--- src/sv/prp_pkg.sv ---
// ----------------------------------------------------------------------------
// prp_pkg - shared types and constants for the point rotate/perspective block
// Configuration layout, register indexes, fixed offsets and pipeline depths.
// ----------------------------------------------------------------------------
package prp_pkg;

  localparam logic signed [15:0] CENTRE_X     = 16'sd950;
  localparam logic signed [15:0] CENTRE_Y     = 16'sd900;
  localparam logic signed [15:0] CENTRE_Z     = 16'sd150;
  // (1500 << 15) / 0x1fff, truncated
  localparam logic signed [15:0] DEPTH_OFFSET = 16'sd6000;
  localparam logic [13:0]        PERSP_DIV    = 14'h1fff;
  localparam logic signed [15:0] ONE_Q14      = 16'sd16384;

  localparam int DIV_STEPS  = 30;  // quotient bits of |x*scale| / |z|
  localparam int SQRT_STEPS = 16;  // root bits of a 32-bit sum of squares

  typedef enum logic [2:0] {
    REG_SIN_X    = 3'd0,
    REG_COS_X    = 3'd1,
    REG_SIN_Y    = 3'd2,
    REG_COS_Y    = 3'd3,
    REG_SIN_Z    = 3'd4,
    REG_COS_Z    = 3'd5,
    REG_CENTRE_X = 3'd6,
    REG_CENTRE_Y = 3'd7
  } reg_idx_t;

  typedef struct packed {
    logic signed [15:0] sin_x;
    logic signed [15:0] cos_x;
    logic signed [15:0] sin_y;
    logic signed [15:0] cos_y;
    logic signed [15:0] sin_z;
    logic signed [15:0] cos_z;
    logic [11:0]        centre_x;
    logic [11:0]        centre_y;
  } cfg_t;

  typedef struct packed {
    logic signed [15:0] x;
    logic signed [15:0] y;
    logic signed [15:0] z;
    logic               last;
  } point_t;

  typedef struct packed {
    logic signed [15:0] screen_x;
    logic signed [15:0] screen_y;
    logic [14:0]        distance;
    logic               depth_was_zero;
    logic               frame_end;
  } result_t;

  // Q1.14 product sum scaled down, truncated toward zero, wrapped to 16 bits
  function automatic logic signed [15:0] rot_q14(input logic signed [32:0] acc);
    logic signed [32:0] adj;
    adj = acc[32] ? (acc + 33'sd16383) : acc;
    return adj[29:14];
  endfunction

endpackage

--- src/sv/prp_out_buf.sv ---
// ----------------------------------------------------------------------------
// prp_out_buf - output register with skid stage
// Holds the pipeline's result; a second slot lets the pipe run until it fills.
// ----------------------------------------------------------------------------
module prp_out_buf
  import prp_pkg::*;
(
  input  logic    clk,
  input  logic    rst,
  input  logic    in_valid,
  input  result_t in_res,
  output logic    en,
  output logic    out_valid,
  output result_t out_res,
  input  logic    out_ready
);

  logic    skid_valid;
  result_t skid_res;
  logic    take;

  assign en   = !skid_valid;
  assign take = !out_valid || out_ready;

  always_ff @(posedge clk) begin
    if (rst) begin
      out_valid  <= 1'b0;
      skid_valid <= 1'b0;
    end else if (take) begin
      if (skid_valid) begin
        out_valid  <= 1'b1;
        skid_valid <= 1'b0;
      end else begin
        out_valid <= in_valid;
      end
    end else if (in_valid) begin
      skid_valid <= 1'b1;
    end
  end

  always_ff @(posedge clk) begin
    if (take) begin
      out_res <= skid_valid ? skid_res : in_res;
    end else if (in_valid && en) begin
      skid_res <= in_res;
    end
  end

`ifndef SYNTHESIS
  a_skid_behind_out: assert property (@(posedge clk) disable iff (rst)
    skid_valid |-> out_valid)
    else $error("skid slot full while output empty");

  a_skid_fill: assert property (@(posedge clk) disable iff (rst)
    $rose(skid_valid) |-> $past(out_valid && !out_ready))
    else $error("skid slot filled without a stall");

  a_skid_drain: assert property (@(posedge clk) disable iff (rst)
    (skid_valid && out_ready) |=> !skid_valid && out_valid)
    else $error("skid slot not drained on ready");
`endif

endmodule

--- config.mk ---
export PLATFORM = sky130hd
export DESIGN_NAME = prp_out_buf
export DESIGN_NICKNAME = d
export VERILOG_FILES = /design/src/sv/prp_pkg.sv /design/src/sv/prp_out_buf.sv
export SDC_FILE = /design/constraint.sdc
export NUM_CORES = 1
export LEC_CHECK = 0
export ABC_AREA = 1
export BUFFER_PORTS_ARGS = -buffer_cell sky130_fd_sc_hd__buf_2
export CORE_ASPECT_RATIO = 1.75
export CORE_MARGIN = 5
export CORE_UTILIZATION = 50
export CTS_BUF_LIST = sky130_fd_sc_hd__clkbuf_8
export DETAILED_ROUTE_END_ITERATION = 16
export HOLD_SLACK_MARGIN = 0.08
export PLACE_DENSITY = 0.73
export SLEW_MARGIN = 0
export SYNTH_ARGS = -nofsm -noshare
export SYNTH_HDL_FRONTEND = slang
export SYNTH_SLANG_ARGS = --single-unit
--- constraint.sdc ---
create_clock -name clk -period 5.3 [get_ports clk]
set_input_delay 0.265 -clock clk [delete_from_list [all_inputs] [get_ports clk]]
set_output_delay 0.265 -clock clk [all_outputs]
set_load 0.005 [all_outputs]
==> key figures <==
Status
  • Status: finished clean

Place
  • Placed cell count: approximately 450
  • Port bufs: between 100 and 150
  • Dpl hpwl: 4660 microns
  • RePlAce Congestion: approximately 0.83

GRT
  • Initial antenna violation count: 0
  • Gr ovfl total: 0
  • First-pass GRT wire length: 10600 microns
  • Vias in the first global route: between 2k and 2.5k
  • GRT Total Usage: between 10% and 20%
  • Largest net degree at the start of global routing: 53

Worst setup path
  • Crit path DAT: about 2.5 ns
  • Crit path from: skid_valid
  • Ordered list of cells on the worst path: inv_8, nand2_1, nor2_4, buf_4
  • CP endpoint kind: flip-flop
  • Reg2reg start: skid_valid
  • Slowest CP cell: dfxtp_2
  • Worst Path Max Fanout: between 50 and 60
  • Critical path's top delay family: buffers and inverters
  • WS Path Type: reg2reg
  • Critical path launch point type: flip-flop
  • Buf/Inv on CP: 2
  • CP Data Required Time: roughly 5.3 ns
  • Worst path max stage delay: between 0.6 and 0.7 ns

CTS
  • CTS tree: done
  • Clk root buf: clkbuf_8
  • Worst skew pair latency: between 0.3 and 0.4 ns
  • CTS resizes: 0
  • Number of CTS-inserted buffers: 9
  • # clock sinks: 100
  • H-Tree Level Count: 3
  • CTS Buffer Depth: 2
  • CTS clock-pin slew for the worst setup and hold paths: about 0.080 ns

Detailed routing
  • Vias/cell: 4.71
  • Pre-Repair DR Iteration Count: 5
  • Routed WL: 6850 microns
  • Number of DRC markers in iteration 0: a little over 200
  • Vias: ~2.2k
  • Detail Route Antenna Nets: 0
  • Post-route DRC: 0
  • WL/cell: approximately 14 microns

Logic synthesis
  • Cell count after synthesis: 269
  • Register area share after synthesis: roughly 81%
  • Synth async-reset ratio: 0%
  • Top FF cell, synth: edfxtp_1
  • Netlist Area Pre-Place: roughly 3700 sq um
  • Post-synth top area share: 79.6%
  • Synth unique cells: 11
  • Synth area leaders: edfxtp_1 (80%), nand2_1 (15%), buf_6 (1.8%)
  • Dominant cell type by area after synthesis: edfxtp_1
  • #FFs+latches synth: 100
  • Number of synthesized flops with an enable pin: between 90 and 100
  • Synth warn: 0
  • Syn Area/Cell: about 14 sq um
  • Syn_nets: roughly 320
  • Most numerous cell in the Yosys netlist: nand2_1
  • Synth top cells by count: nand2_1 (150), edfxtp_1 (98), buf_6 (6), buf_4 (4), nor2_1 (3)

Power
  • Total power: 1480 uW
  • Lkg Pwr: 0.00198 uW
  • Pwr Density: about 330 nW/um^2
  • Peak supply drop: slightly below 0.2 mV

Floorplanning
  • Core Area: a little over 7000 sq um
  • I/O pin cnt: around 100
  • Die X: 75.0 microns
  • Core Rows: approximately 40
  • Die height: 124 microns
  • Die area: slightly above 9000 sq um
  • Initial Util: 51.1%

Timing
  • Fin crit share: a little under half
  • Final Critical Period: between 2 and 2.5 ns
  • Final hold vios: 0
  • Slew HR: between 30% and 40%
  • Final Setup Violations: 0
  • Unrepaired setup endpoints after global routing: no
  • Max Clk Rate: just over 400 MHz
  • Least-Margin Pin Slew: 0.983 ns
  • Slew Viols, Final: 0
  • Setup TNS: 0 ns
  • Final Skew: between 0.007 and 0.008 ns

Final layout
  • Antenna cell count: 0
  • Final cell count without fillers: 476
  • Fill count: about 570
  • Share of cells above drive strength 1: between 30% and 40%
  • Nets@finish: 439
  • Area grow syn2layout: 22.5%
  • Utilization after layout: a little over three fifths

Worst hold path
  • Worst Hold Class: in2reg
  • HP Start: in_res[10]

Run
  • Max Cap Viol: 0
area by class of cell:
type | instances | area (sq um) | share of cell area (%)
well taps | 86 | 108 | 2.38
inverters | 3 | 18.8 | 0.414
clock inverters | 6 | 50.0 | 1.10
clock buffers | 9 | 124 | 2.73
flip-flops and latches | 100 | 2980 | 65.9
multi-input cells | 155 | 594 | 13.1
repair buffers | 117 | 651 | 14.4
repair_timing:
item,4_1_cts,5_1_grt
hold buffers,3,9
buffers inserted,0,0
hold endpoints to repair,3,9
registers in the layout, summed over array words and instances, names as in the netlist:
register and count:
out_res 49, skid_res 49, out_valid 1, skid_valid 1
kinds of logic after synthesis:
kind of cell           count (synthesis)  synth area share, %
and+or+nand+nor                      154                 15.7
AOI/OAI and AO/OA                      1                0.135
buffers and inverters                 14                 3.55
DFF                                  100                 80.6
path summary, 6_finish.rpt:
kind             endpoint  slack (ns)  cells after the start
max          skid_res[28]        2.87                      4
min          skid_res[10]        0.11                      1
max reg2reg  skid_res[28]        2.87                      4
min reg2reg    out_res[5]        0.52                      2
per-layer routing:
layer	vias to the layer above	GRT usage, %	part of all wire (%)
met5	-	0	0
met4	0	9.47	3.0
met3	12	4.68	6.0
met2	83	26.0	54
met1	1011	17.8	37
li1	1134	-	-
power by group:
part / internal [uW] / switching (uW) / total, uW
Clock: 208 / 229 / 437
Sequential: 918 / 14.6 / 933
Combinational: 51.5 / 58.8 / 110
worst reg2reg max path, cell delays in order, from the launching register on:
cell,delay (ns)
dfxtp_2,0.63
inv_8,0.38
nand2_1,0.15
nor2_4,0.49
buf_4,0.44
placed cells by master (no fill, tap or decap), drive strengths merged:
cell type    instances
dlygate4sd3         12
clkbuf               9
dfxtp                2
bufinv               1
o21ai                1
edfxtp              98
buf                105
nand2              150
nor2                 3
inv                  6
clkinv               2
nand3                1
through the flow:
step,area (sq um),hold WS [ns],setup slack [ns]
2_1_floorplan,3700,0.364,1.18
3_3_place_gp,4240,0.460,2.89
3_5_place_dp,4240,0.460,2.79
4_1_cts,4440,0.0806,2.79
5_1_grt,4530,0.0770,2.61
6_report,4530,0.105,2.87
(Power assumes the default switching activity.)
